## config.mk

```make
export PLATFORM = sky130hd
export DESIGN_NAME = paged_memory_clock_replacement
export DESIGN_NICKNAME = d
export VERILOG_FILES = /design/src/design/pmcr_pkg.sv /design/src/design/paged_memory_clock_replacement.sv
export SDC_FILE = /design/constraint.sdc
export NUM_CORES = 2
export LEC_CHECK = 0
export ABC_AREA = 1
export BUFFER_PORTS_ARGS = -buffer_cell sky130_fd_sc_hd__buf_2
export CORE_UTILIZATION = 30
export DETAILED_ROUTE_END_ITERATION = 7
export GPL_ROUTABILITY_DRIVEN = 1
export PLACE_DENSITY_LB_ADDON = 0.08
export SLEW_MARGIN = 20
export SYNTH_ARGS = -nofsm -noshare
export SYNTH_HDL_FRONTEND = slang
export SYNTH_SLANG_ARGS = --single-unit
```

## constraint.sdc

```tcl
create_clock -name clk -period 46 [get_ports clk]
set_clock_uncertainty 0.2 [all_clocks]
set_input_delay 4.6 -clock clk [delete_from_list [all_inputs] [get_ports clk]]
set_output_delay 4.6 -clock clk [all_outputs]
set_load 0.01 [all_outputs]
```

## src/design/pmcr_pkg.sv

```systemverilog
// Package for the paged memory clock replacement block.
// Holds sizes, field widths, codes and the sequencer state type.
// No dependencies.
package pmcr_pkg;

  localparam int PROCESSES         = 4;
  localparam int PAGES_PER_PROCESS = 256;
  localparam int FRAMES            = 64;
  localparam int MAX_QUOTA         = 4;

  localparam int PROC_W  = 2;
  localparam int PAGE_W  = 8;
  localparam int FRAME_W = 6;
  localparam int SLOT_W  = 2;
  localparam int SIDX_W  = PROC_W + SLOT_W;
  localparam int PTA_W   = PROC_W + PAGE_W;
  localparam int PTD_W   = 1 + SLOT_W;
  localparam int CNT_W   = 3;
  localparam int PSIZE_W = 13;
  localparam int OFF_W   = 12;
  localparam int PHYS_W  = 18;
  localparam int PROD_W  = FRAME_W + PSIZE_W;
  localparam int STAT_W  = 3;

  localparam logic [1:0] KIND_READ    = 2'd0;
  localparam logic [1:0] KIND_WRITE   = 2'd1;
  localparam logic [1:0] KIND_SUSPEND = 2'd2;
  localparam logic [1:0] KIND_FINISH  = 2'd3;

  localparam logic [STAT_W-1:0] ST_HIT      = 3'd0;
  localparam logic [STAT_W-1:0] ST_LOADED   = 3'd1;
  localparam logic [STAT_W-1:0] ST_OFF_ERR  = 3'd2;
  localparam logic [STAT_W-1:0] ST_NO_FRAME = 3'd3;
  localparam logic [STAT_W-1:0] ST_RELEASED = 3'd4;

  localparam logic [1:0] CFG_PAGE_SIZE = 2'd0;
  localparam logic [1:0] CFG_POLICY    = 2'd1;
  localparam logic [1:0] CFG_QUOTA     = 2'd2;
  localparam logic [1:0] CFG_FRAMES    = 2'd3;

  typedef enum logic [10:0] {
    S_CLEAR  = 11'b00000000001,
    S_IDLE   = 11'b00000000010,
    S_LOOK   = 11'b00000000100,
    S_DECIDE = 11'b00000001000,
    S_FREE   = 11'b00000010000,
    S_VIC    = 11'b00000100000,
    S_REPL   = 11'b00001000000,
    S_REPL2  = 11'b00010000000,
    S_REL    = 11'b00100000000,
    S_MUL    = 11'b01000000000,
    S_EMIT   = 11'b10000000000
  } state_t;

endpackage

```

## src/design/paged_memory_clock_replacement.sv

```systemverilog
// Top level: page table, resident slots, clock victim search and frame map.
// Depends on pmcr_pkg.
//
// channel   signals                                  handshake
// command   start kind process page offset           start && !busy
// result    status frame phys_addr evict_valid       done, one cycle each
//           evict_page writeback last
// config    cfg_we cfg_index cfg_data                cfg_we
//
// Paths: a hit passes LOOK, DECIDE, MUL and EMIT; an offset error or an empty
// release goes straight to MUL and EMIT; a fault below quota scans for a free
// frame, one frame per cycle; a replacement runs the clock search, one slot per
// cycle, then REPL and REPL2; a release gives one result per frame (REL, MUL, EMIT).
// busy drops with the final result, so the next item can go in at the edge that takes it.
// After reset a clearing pass writes the 1024-entry page table, one entry a
// cycle; busy stays high until the pass ends. Results cannot be stalled.
module paged_memory_clock_replacement (
  input  logic                           clk,
  input  logic                           rst,
  input  logic                           start,
  output logic                           busy,
  output logic                           done,
  input  logic [1:0]                     kind,
  input  logic [pmcr_pkg::PROC_W-1:0]    process,
  input  logic [pmcr_pkg::PAGE_W-1:0]    page,
  input  logic [pmcr_pkg::OFF_W-1:0]     offset,
  input  logic                           cfg_we,
  input  logic [1:0]                     cfg_index,
  input  logic [pmcr_pkg::PSIZE_W-1:0]   cfg_data,
  output logic [pmcr_pkg::STAT_W-1:0]    status,
  output logic [pmcr_pkg::FRAME_W-1:0]   frame,
  output logic [pmcr_pkg::PHYS_W-1:0]    phys_addr,
  output logic                           evict_valid,
  output logic [pmcr_pkg::PAGE_W-1:0]    evict_page,
  output logic                           writeback,
  output logic                           last
);

  localparam int NSLOT = pmcr_pkg::PROCESSES * pmcr_pkg::MAX_QUOTA;
  localparam int NPT   = pmcr_pkg::PROCESSES * pmcr_pkg::PAGES_PER_PROCESS;

  pmcr_pkg::state_t state;

  logic [pmcr_pkg::PSIZE_W-1:0] page_size;
  logic                         replace_policy;
  logic [2:0]                   frame_quota;
  logic [6:0]                   frames_in_memory;

  // page table: present + resident slot
  logic [pmcr_pkg::PTD_W-1:0] pt_mem [NPT];
  logic [pmcr_pkg::PTD_W-1:0] pt_q;
  logic                       pt_we;
  logic [pmcr_pkg::PTA_W-1:0] pt_waddr;
  logic [pmcr_pkg::PTD_W-1:0] pt_wdata;
  logic [pmcr_pkg::PTA_W-1:0] clr_addr;

  logic [pmcr_pkg::PAGE_W-1:0]  sl_page  [NSLOT];
  logic                         sl_use   [NSLOT];
  logic                         sl_mod   [NSLOT];
  logic [pmcr_pkg::FRAME_W-1:0] sl_frame [NSLOT];

  logic [pmcr_pkg::CNT_W-1:0]  res_count  [pmcr_pkg::PROCESSES];
  logic [pmcr_pkg::SLOT_W-1:0] clock_hand [pmcr_pkg::PROCESSES];
  logic [pmcr_pkg::FRAMES-1:0] frame_taken;

  logic [1:0]                  kind_r;
  logic [pmcr_pkg::PROC_W-1:0] p_r;
  logic [pmcr_pkg::PAGE_W-1:0] pg_r;
  logic [pmcr_pkg::OFF_W-1:0]  off_r;
  logic [pmcr_pkg::CNT_W-1:0]  n_r;
  logic [6:0]                  fcnt;
  logic [pmcr_pkg::SLOT_W-1:0] h;
  logic [pmcr_pkg::SLOT_W-1:0] v_r;
  logic [3:0]                  cnt;
  logic                        pass_b;
  logic                        rnd;

  logic [pmcr_pkg::STAT_W-1:0]  r_status;
  logic [pmcr_pkg::FRAME_W-1:0] r_frame;
  logic                         r_ev;
  logic [pmcr_pkg::PAGE_W-1:0]  r_epage;
  logic                         r_wb;
  logic                         r_last;
  logic                         r_addoff;
  logic                         r_zero;
  logic [pmcr_pkg::PROD_W-1:0]  prod;

  logic                         wr;
  logic [2:0]                   q_sat;
  logic [6:0]                   lim;
  logic [pmcr_pkg::SIDX_W-1:0]  hidx;
  logic [pmcr_pkg::SIDX_W-1:0]  vidx;
  logic [pmcr_pkg::SIDX_W-1:0]  pidx;
  logic [pmcr_pkg::SLOT_W-1:0]  h_inc;
  logic                         u_h;
  logic                         m_h;
  logic [pmcr_pkg::PHYS_W-1:0]  phys_sum;

  function automatic logic [pmcr_pkg::PHYS_W-1:0] PHYS_W_CUT(
    input logic [pmcr_pkg::PROD_W-1:0] x);
    PHYS_W_CUT = x[pmcr_pkg::PHYS_W-1:0];
  endfunction

  function automatic logic [pmcr_pkg::PTA_W-1:0] PTA_MAX();
    PTA_MAX = '1;
  endfunction

  assign busy  = (state != pmcr_pkg::S_IDLE);
  assign wr    = (kind_r == pmcr_pkg::KIND_WRITE);
  assign q_sat = (frame_quota == 3'd0) ? 3'd1 :
                 (frame_quota > 3'(pmcr_pkg::MAX_QUOTA)) ? 3'(pmcr_pkg::MAX_QUOTA) :
                 frame_quota;
  assign lim   = (frames_in_memory > 7'(pmcr_pkg::FRAMES)) ? 7'(pmcr_pkg::FRAMES) :
                 frames_in_memory;
  assign hidx  = {p_r, h};
  assign vidx  = {p_r, v_r};
  assign pidx  = {p_r, pt_q[pmcr_pkg::SLOT_W-1:0]};
  assign h_inc = ({1'b0, h} + 3'd1 == n_r) ? '0 : h + 2'd1;
  assign u_h   = sl_use[hidx];
  assign m_h   = sl_mod[hidx];
  assign phys_sum = r_zero ? '0 :
                    PHYS_W_CUT(prod + {7'd0, (r_addoff ? off_r : 12'd0)});

  // page table write port
  always_comb begin
    pt_we    = 1'b0;
    pt_waddr = {p_r, pg_r};
    pt_wdata = '0;
    case (state)
      pmcr_pkg::S_CLEAR: begin
        pt_we    = 1'b1;
        pt_waddr = clr_addr;
      end
      pmcr_pkg::S_FREE: begin
        pt_we    = (fcnt < lim) && !frame_taken[fcnt[pmcr_pkg::FRAME_W-1:0]];
        pt_wdata = {1'b1, n_r[pmcr_pkg::SLOT_W-1:0]};
      end
      pmcr_pkg::S_REPL: begin
        pt_we    = 1'b1;
        pt_waddr = {p_r, sl_page[vidx]};
      end
      pmcr_pkg::S_REPL2: begin
        pt_we    = 1'b1;
        pt_wdata = {1'b1, v_r};
      end
      pmcr_pkg::S_REL: begin
        pt_we    = (n_r != '0);
        pt_waddr = {p_r, sl_page[{p_r, cnt[pmcr_pkg::SLOT_W-1:0]}]};
      end
      default: pt_we = 1'b0;
    endcase
  end

  always_ff @(posedge clk) begin
    if (pt_we) pt_mem[pt_waddr] <= pt_wdata;
    pt_q <= pt_mem[{p_r, pg_r}];
  end

  always_ff @(posedge clk) begin
    if (rst) begin
      page_size        <= 13'd64;
      replace_policy   <= 1'b0;
      frame_quota      <= 3'd4;
      frames_in_memory <= 7'd64;
    end else if (cfg_we) begin
      case (cfg_index)
        pmcr_pkg::CFG_PAGE_SIZE: page_size        <= cfg_data;
        pmcr_pkg::CFG_POLICY:    replace_policy   <= cfg_data[0];
        pmcr_pkg::CFG_QUOTA:     frame_quota      <= cfg_data[2:0];
        pmcr_pkg::CFG_FRAMES:    frames_in_memory <= cfg_data[6:0];
        default:                 page_size        <= page_size;
      endcase
    end
  end

  always_ff @(posedge clk) begin
    if (rst) begin
      state       <= pmcr_pkg::S_CLEAR;
      clr_addr    <= '0;
      done        <= 1'b0;
      frame_taken <= '0;
      for (int i = 0; i < pmcr_pkg::PROCESSES; i++) begin
        res_count[i]  <= '0;
        clock_hand[i] <= '0;
      end
    end else begin
      done <= 1'b0;
      case (state)
        pmcr_pkg::S_CLEAR: begin
          clr_addr <= clr_addr + 1'b1;
          if (clr_addr == PTA_MAX()) state <= pmcr_pkg::S_IDLE;
        end
        pmcr_pkg::S_IDLE: begin
          if (start) begin
            kind_r   <= kind;
            p_r      <= process;
            pg_r     <= page;
            off_r    <= offset;
            n_r      <= res_count[process];
            r_ev     <= 1'b0;
            r_epage  <= '0;
            r_wb     <= 1'b0;
            r_last   <= 1'b1;
            r_zero   <= 1'b0;
            r_addoff <= 1'b1;
            r_frame  <= '0;
            cnt      <= '0;
            if (kind == pmcr_pkg::KIND_SUSPEND || kind == pmcr_pkg::KIND_FINISH) begin
              if (kind == pmcr_pkg::KIND_SUSPEND) clock_hand[process] <= '0;
              if (res_count[process] == '0) begin
                r_status <= pmcr_pkg::ST_HIT;
                r_zero   <= 1'b1;
                state    <= pmcr_pkg::S_MUL;
              end else begin
                state <= pmcr_pkg::S_REL;
              end
            end else if ({1'b0, offset} >= page_size) begin
              r_status <= pmcr_pkg::ST_OFF_ERR;
              r_zero   <= 1'b1;
              state    <= pmcr_pkg::S_MUL;
            end else begin
              state <= pmcr_pkg::S_LOOK;
            end
          end
        end
        pmcr_pkg::S_LOOK: state <= pmcr_pkg::S_DECIDE;
        pmcr_pkg::S_DECIDE: begin
          if (pt_q[pmcr_pkg::PTD_W-1]) begin
            sl_use[pidx] <= 1'b1;
            if (wr) sl_mod[pidx] <= 1'b1;
            r_frame  <= sl_frame[pidx];
            r_status <= pmcr_pkg::ST_HIT;
            state    <= pmcr_pkg::S_MUL;
          end else if (n_r < q_sat) begin
            fcnt  <= '0;
            state <= pmcr_pkg::S_FREE;
          end else begin
            h      <= ({1'b0, clock_hand[p_r]} < n_r) ? clock_hand[p_r] : '0;
            pass_b <= 1'b0;
            rnd    <= 1'b0;
            state  <= pmcr_pkg::S_VIC;
          end
        end
        pmcr_pkg::S_FREE: begin
          if (fcnt >= lim) begin
            r_status <= pmcr_pkg::ST_NO_FRAME;
            r_zero   <= 1'b1;
            state    <= pmcr_pkg::S_MUL;
          end else if (!frame_taken[fcnt[pmcr_pkg::FRAME_W-1:0]]) begin
            frame_taken[fcnt[pmcr_pkg::FRAME_W-1:0]] <= 1'b1;
            sl_page[{p_r, n_r[pmcr_pkg::SLOT_W-1:0]}]  <= pg_r;
            sl_use[{p_r, n_r[pmcr_pkg::SLOT_W-1:0]}]   <= 1'b1;
            sl_mod[{p_r, n_r[pmcr_pkg::SLOT_W-1:0]}]   <= wr;
            sl_frame[{p_r, n_r[pmcr_pkg::SLOT_W-1:0]}] <= fcnt[pmcr_pkg::FRAME_W-1:0];
            res_count[p_r]  <= n_r + 3'd1;
            clock_hand[p_r] <= ({1'b0, clock_hand[p_r]} + 3'd1 >= q_sat) ? '0 :
                               clock_hand[p_r] + 2'd1;
            r_frame  <= fcnt[pmcr_pkg::FRAME_W-1:0];
            r_status <= pmcr_pkg::ST_LOADED;
            state    <= pmcr_pkg::S_MUL;
          end else begin
            fcnt <= fcnt + 7'd1;
          end
        end
        pmcr_pkg::S_VIC: begin
          // one resident slot examined per cycle
          if (!replace_policy) begin
            if (!u_h) begin
              v_r   <= h;
              state <= pmcr_pkg::S_REPL;
            end else begin
              sl_use[hidx] <= 1'b0;
              h   <= h_inc;
              cnt <= cnt + 4'd1;
              if (cnt == {n_r, 1'b0}) begin
                v_r   <= h_inc;
                state <= pmcr_pkg::S_REPL;
              end
            end
          end else begin
            if (!u_h && (m_h == pass_b)) begin
              v_r   <= h;
              state <= pmcr_pkg::S_REPL;
            end else begin
              if (pass_b) sl_use[hidx] <= 1'b0;
              h   <= h_inc;
              cnt <= cnt + 4'd1;
              if (cnt[pmcr_pkg::CNT_W-1:0] == n_r - 3'd1) begin
                cnt    <= '0;
                pass_b <= !pass_b;
                if (pass_b) begin
                  rnd <= 1'b1;
                  if (rnd) begin
                    v_r   <= h_inc;
                    state <= pmcr_pkg::S_REPL;
                  end
                end
              end
            end
          end
        end
        pmcr_pkg::S_REPL: begin
          r_epage  <= sl_page[vidx];
          r_wb     <= sl_mod[vidx];
          r_frame  <= sl_frame[vidx];
          r_ev     <= 1'b1;
          r_status <= pmcr_pkg::ST_LOADED;
          sl_page[vidx] <= pg_r;
          sl_use[vidx]  <= 1'b1;
          sl_mod[vidx]  <= wr;
          clock_hand[p_r] <= ({1'b0, v_r} + 3'd1 == n_r) ? '0 : v_r + 2'd1;
          state <= pmcr_pkg::S_REPL2;
        end
        pmcr_pkg::S_REPL2: state <= pmcr_pkg::S_MUL;
        pmcr_pkg::S_REL: begin
          r_status <= pmcr_pkg::ST_RELEASED;
          r_frame  <= sl_frame[{p_r, cnt[pmcr_pkg::SLOT_W-1:0]}];
          r_ev     <= 1'b1;
          r_epage  <= sl_page[{p_r, cnt[pmcr_pkg::SLOT_W-1:0]}];
          r_wb     <= (kind_r == pmcr_pkg::KIND_SUSPEND);
          r_last   <= (cnt[pmcr_pkg::CNT_W-1:0] + 3'd1 == n_r);
          r_addoff <= 1'b0;
          frame_taken[sl_frame[{p_r, cnt[pmcr_pkg::SLOT_W-1:0]}]] <= 1'b0;
          state <= pmcr_pkg::S_MUL;
        end
        pmcr_pkg::S_MUL: begin
          prod  <= r_frame * page_size;
          state <= pmcr_pkg::S_EMIT;
        end
        pmcr_pkg::S_EMIT: begin
          status      <= r_status;
          frame       <= r_frame;
          phys_addr   <= phys_sum;
          evict_valid <= r_ev;
          evict_page  <= r_epage;
          writeback   <= r_wb;
          last        <= r_last;
          done        <= 1'b1;
          if (r_status == pmcr_pkg::ST_RELEASED && !r_last) begin
            cnt   <= cnt + 4'd1;
            state <= pmcr_pkg::S_REL;
          end else begin
            if (r_status == pmcr_pkg::ST_RELEASED) res_count[p_r] <= '0;
            state <= pmcr_pkg::S_IDLE;
          end
        end
        default: state <= pmcr_pkg::S_IDLE;
      endcase
    end
  end

  a_accept_busy: assert property (@(posedge clk) disable iff (rst)
    start && !busy |=> busy) else $error("accepted item did not raise busy");
  a_last_idle: assert property (@(posedge clk) disable iff (rst)
    done && last |-> !busy) else $error("final result while still busy");
  a_more_busy: assert property (@(posedge clk) disable iff (rst)
    done && !last |-> busy) else $error("release sequence stopped early");
  a_hit_noevict: assert property (@(posedge clk) disable iff (rst)
    done && status == pmcr_pkg::ST_HIT |-> !evict_valid)
    else $error("hit reported an eviction");

endmodule
```

After elaboration in Yosys (flattened, before gate mapping)
Memories as Yosys holds them, arrays and structs flattened. A register that Yosys moved wholly into a read port is not among the register bits.
Cells that the tools add are included.
Word-level totals
  bits of input ports: 43
  register bits after elaboration: 232
  memories kept: 7
  output and inout bits: 40
  memory bits (writable): 3348
Operators by class
  mux-type cells: 176
  bitwise logic cells: 7
  add/subtract/negate cells: 13
  order comparisons: 12
  reduce and logical (&&, ||, !) cells: 56
  multipliers: 1
  equality and inequality tests: 55
Memory list
  pt_mem: words 1024, width 3, read ports 1, clocked after memory_dff 1, wr ports 1, line paged_memory_clock_replacement.sv:50  | logic [pmcr_pkg::PTD_W-1:0] pt_mem [NPT];
  sl_page: words 16, width 8, read ports 2, clocked after memory_dff 0, wr ports 1, line paged_memory_clock_replacement.sv:57  | logic [pmcr_pkg::PAGE_W-1:0] sl_page [NSLOT];
  sl_frame: words 16, width 6, read ports 3, clocked after memory_dff 0, wr ports 1, line paged_memory_clock_replacement.sv:60  | logic [pmcr_pkg::FRAME_W-1:0] sl_frame [NSLOT];
  sl_mod: words 16, width 1, read ports 2, clocked after memory_dff 0, wr ports 1, line paged_memory_clock_replacement.sv:59  | logic sl_mod [NSLOT];
  sl_use: words 16, width 1, read ports 1, clocked after memory_dff 0, wr ports 1, line paged_memory_clock_replacement.sv:58  | logic sl_use [NSLOT];
  res_count: words 4, width 3, read ports 1, clocked after memory_dff 0, wr ports 4, line paged_memory_clock_replacement.sv:62  | logic [pmcr_pkg::CNT_W-1:0] res_count [pmcr_pkg::PROCESSES];
  1 more memories
Operator list (number)
  11-bit 2-to-1 mux: 12
  64-bit 2-to-1 mux: 2
  64-bit one-hot mux with 2 select lines: 1
  11-bit one-hot mux with 10 select lines: 1
  1-bit 2-to-1 mux: 78
  64-bit AND: 1
  64-bit inverter: 1
  64-bit bitwise OR: 1
  4-bit 2-to-1 mux: 12
  2-bit 2-to-1 mux: 23
  7-bit 2-to-1 mux: 5
  3-bit 2-to-1 mux: 11
  10-bit 2-to-1 mux: 3
  6-bit 2-to-1 mux: 5
  2-bit != test (second input constant): 15
  10-bit one-hot mux with 3 select lines: 1
  6-bit one-hot mux with 5 select lines: 1
  6-bit AND reduction: 5
  8-bit one-hot mux with 3 select lines: 1
  7-bit AND reduction: 3
  18-bit by 12-bit adder with 18-bit output: 1
  6-bit by 13-bit multiplier with 18-bit output: 1
  8-bit 2-to-1 mux: 2
  4-bit != test (second input constant): 4
  other kinds (68): 130

Depth between registers and ports, before layout
An unclocked memory read counts as a cell.
  depth in word-level cells: 12
  mapped depth: 20
  mapped depth without buffers: 19

Least setup slack after synthesis
No wires, ideal clock.
  kind: register to register
  from: register state[2]
  to: memory pt_mem[0][1] in the netlist's numbering, data pin
  library setup time: 5711 ps
  cell stages (with the launch flop): 9
  setup slack: 11053 ps
  buffers on the path: 1
  period minus slack after synthesis: 34947 ps
  arrival time: 29036 ps
  path through: dfxtp_1 > nor2_2 > nand2_2 > nor2_1 > inv_1 > nor2_2 > clkinv_1 > clkbuf_1 > o22ai_1
Between the ends
  longest elaborated chain between the ends: 2
  elaborated cells on any way between the ends: 3
  classes of those cells: eq/ne: 2; mux: 1
RTL lines
  from (decl): line paged_memory_clock_replacement.sv:42  | pmcr_pkg::state_t state;
  from (signal assigned): line paged_memory_clock_replacement.sv:178  | state <= pmcr_pkg::S_CLEAR;
  from (signal assigned): line paged_memory_clock_replacement.sv:191  | if (clr_addr == PTA_MAX()) state <= pmcr_pkg::S_IDLE;
  from (signal assigned): line paged_memory_clock_replacement.sv:213  | state <= pmcr_pkg::S_MUL;
  11-bit by 8-bit equality test with 1-bit output / 11-bit by 5-bit equality test with 1-bit output (equally long branches): line paged_memory_clock_replacement.sv:129  | case (state)
  3-bit one-hot mux with 2 select lines (*): line paged_memory_clock_replacement.sv:129
  named net pt_wdata, one bit: line paged_memory_clock_replacement.sv:54  | logic [pmcr_pkg::PTD_W-1:0] pt_wdata;
  to (decl): line paged_memory_clock_replacement.sv:50
Mark *: on every way through the listed nets, which the timed path passes. The rest lies on a longest branch.

Final worst setup path
  from: register state[8]
  to: output busy
Between the ends
  longest elaborated chain between the ends: 1
RTL lines
  11-bit by 2-bit != test with 1-bit output: line paged_memory_clock_replacement.sv:108  | assign busy = (state != pmcr_pkg::S_IDLE);
  to (decl): line paged_memory_clock_replacement.sv:21  | output logic busy,
No other way between the ends.

==> summary.md <==
| Metric | Value |
|---|---|
| Status | finished clean |
| Largest net degree at the start of global routing | approximately 170 |
| First-pass GRT wire length | 802000 microns |
| Post-route minimum period | 7.21 ns |
| Setup WS pre-CTS | 38.45 ns |
| DR pass1 iterations | 6 |
| Post-synth top area share | 66.7% |
| Setup TNS | 0 ns |
| ANT nets after route | 0 |
| Worst setup SP type | register |
| Final setup margin | 38.79 ns |
| CTS Hold Bufs | 0 |
| Most frequent cells in the layout | edfxtp_1 (3470), nor2_1 (2253), nand2_1 (2042), o21ai_0 (1872), nand3_1 (1452) |
| Hpwl dp | 316000 microns |
| Syn_nets | about 15000 |
| Commonest non-fill, non-tap cell in the layout | edfxtp_1 |
| Avg WL per Cell | 26.2 microns |
| Layout cells sized above 1 | 8.71% |
| CP Capture Type | output port |
| Syn_area_per_cell | 10.9 sq um |
| DRC viols | 0 |
| Mapped cell area | between 150000 and 200000 sq um |
| FF+latch count, synth | 3585 |
| Setup Fix Bufs, Post-CTS | 0 |
| Clock Tree Root | clkbuf_16 |
| Data arrival, critical path | 2.41 ns |
| Count of cell types in the netlist | 54 |
| Tcrit/Tclk final | 15.7% |
| FFs w/ async S/R, synth | 0% |
| Power Dens Cells | 43.3 nW/um^2 |
| Peak supply drop | 0.0000323 V |
| CP max stage delay | 0.34 ns |
| Top post-synthesis cells by area | edfxtp_1 (67%), o21ai_0 (6.0%), nor2_1 (5.4%) |
| Worst Hold Class | register to register |
| Crit path top cell by count | nand2_1 |
| H-tree depth | 5 |
| Hold EP | evict_page[4] |
| Seq/Total Area, Yosys | around 68% |
| R2r startpoint | state[8] |
| Slew Limit Fails | 0 |
| Area of the multi-input gates | 43900 sq um |
| WL final | 560000 microns |
| Reg area | 107000 sq um |
| Clock Tree Buf Depth | 4 |
| Die width | 724 microns |
| Relative slew slack | 19.3% |
| Leakage dissipation | between 50 and 60 nW |
| CTS tree | built |
| Required @ worst endpoint | 41.20 ns |
| Synth-to-Final Area Change | 13.3% |
| Setup violators final | 0 |
| GRT Util Overall | 20.8% |
| Reg2reg path depth | 13 |
| Iter 0 DRT Violations | between 9000 and 10000 |
| Least-Margin Pin Slew | 1.21 ns |
| Post-Syn Instances | 14388 |
| Critical-path top delay cell | dfxtp_1 |
| Initial Util | between 30% and 40% |
| Vias | around 110k |
| Commonest register cell after synthesis | edfxtp_1 |
| CTS resizes | 0 |
| Final hold violations | 0 |
| Post-Route Utilization | 34.2% |
| Inserted Clock Buffers | 418 |
| Routed vias/inst | 5.12 |
| CTS clk-pin slew, worst paths | 0.06 ns |
| CP top delay family | simple AND/OR/NAND/NOR gates |
| Final net count | between 10000 and 15000 |
| Critical path class | register to output port |
| Worst Hold Launch | r_epage[4] |
| PortBufs | 82 |
| RSZ-0062 raised after global routing | no |
| YS warnings | 0 |
| Clk Latency, worst-skew pair | about 1.1 ns |
| Placer congestion estimate | 0.798 |
| Cells on Worst Hold Path | 0 |
| Vias in the first global route | about 110k |
| Achievable frequency | 139 MHz |
| Initial antenna violation count | 32 |
| Num rows | 264 |
| R2r setup slk | slightly below 40 ns |
| FF-to-FF End | pt_mem[71][1] |
| Grt ovf | 0 |
| Critical path buffers and inverters | 1 |
| Die Y | 724 microns |
| Power consumption | between 7 and 8 mW |
| Fill cells | 52262 |
| Max cap viols | 0 |
| DIE AREA | 524000 sq um |
| Placeable Area | ~520000 sq um |
| Number of enable flip-flop cells after synthesis | between 3000 and 4000 |
| # clock sinks | approximately 3600 |
| IO Pins | 83 |
| CP Max Fanout | 11 |
| CP Cell Sequence | nor2_1 > nand2_1 > nor2_2 > nand2_1 > buf_2 |
| Synth area leader | edfxtp_1 |
-- stage by stage --
| stage | instances | hold slack [ns] | cell area [sq um] |
|---|---|---|---|
| 3_3_place_gp | 20561 | 0.204 | 164000 |
| 3_5_place_dp | 20561 | 0.212 | 164000 |
| 4_1_cts | 21328 | 0.227 | 177000 |
| 5_1_grt | 21330 | 0.229 | 177000 |
| 2_1_floorplan | 14388 | 0.200 | 156000 |
| 6_report | 21337 | 0.224 | 177000 |
-- where the power goes --
group          internal, mW  switching, mW  total, mW
logic                 0.132          0.666      0.798
registers              3.56         0.0133       3.57
clock network          1.88           1.42       3.29
-- logic make-up (layout without fill, tap and decap cells) --
kind of cell	Yosys count	after routing	synth area share [%]
xor+xnor	33	33	0.185
flops	3585	3585	68.2
fa+ha+maj	119	119	1.17
compound gates	2902	2902	9.87
buf+inv	1600	1624	4.02
simple gates	6149	6149	16.6
other cells	0	9	0
-- per-layer routing --
layer | GRT usage (%) | routed length [microns]
met1 | 29.5 | 259000
met2 | 33.7 | 259000
met3 | 2.72 | 28300
met4 | 4.97 | 13000
met5 | 0 | 8
-- how the worst max path moves through the flow --
| stage | from | to | slack, ns | cells after the start |
|---|---|---|---|---|
| finish | state[8] | busy | 38.79 | 5 |
| detailed placement | rst | sl_page[8][5] | 38.45 | 6 |
| CTS | state[8] | busy | 38.73 | 5 |
| global route | state[8] | busy | 38.57 | 5 |
| global placement | rst | sl_page[8][1] | 38.45 | 6 |
| floorplan | state[2] | pt_mem[0][1] | 11.05 | 8 |
-- flip-flops by register name, summed over array words and instances, names as in the netlist, 7 cells and up, named ones only --
register / flops
sl_use: 16
clr_addr: 10
prod: 18
clock_hand: 8
frames_in_memory: 7
pg_r: 8
sl_frame: 96
fcnt: 7
pt_mem: 3072
page_size: 13
r_epage: 8
off_r: 12
sl_page: 128
frame_taken: 64
state: 11
phys_addr: 18
evict_page: 8
sl_mod: 16
res_count: 12
-- cells in the mapped netlist, types with 7 or more instances --
cell	count
buf_1	181
o21ai_1	10
nor2_2	247
a21oi_1	411
dfxtp_1	115
xor2_1	21
fa_1	45
nor2_1	2261
edfxtp_1	3470
a221oi_1	7
nor3_1	31
clkinv_1	9
inv_2	13
inv_1	519
a22o_1	7
nor4_1	10
nand3_1	1481
o21ai_0	1872
nand2_1	2054
nand2_4	10
nand4_1	34
clkbuf_1	817
buf_6	31
buf_2	29
ha_1	74
o22ai_1	544
xnor2_1	12
-- area by class of cell --
cell class                 instances  share of cell area [%]
inverter                         542                    1.18
sequential                      3585                    60.2
tap                             6916                    4.89
multi-input combinational       9203                    24.8
clock buffer                     499                    6.15
clock inverter                   268                    1.38
antenna                            9                  0.0127
timing repair buffer             315                    1.38
-- worst reg2reg max path, cell delays in order, from the launching register on --
cell	delay [ns]
dfxtp_1	0.34
nor2_1	0.13
nand2_1	0.26
nor2_1	0.22
inv_1	0.10
nor2_2	0.08
buf_4	0.21
clkinv_1	0.65
o22ai_4	0.76
buf_4	0.65
buf_4	0.72
buf_4	0.63
buf_4	0.78
buf_4	0.79
Note: power is estimated with default switching activity, not from simulation.
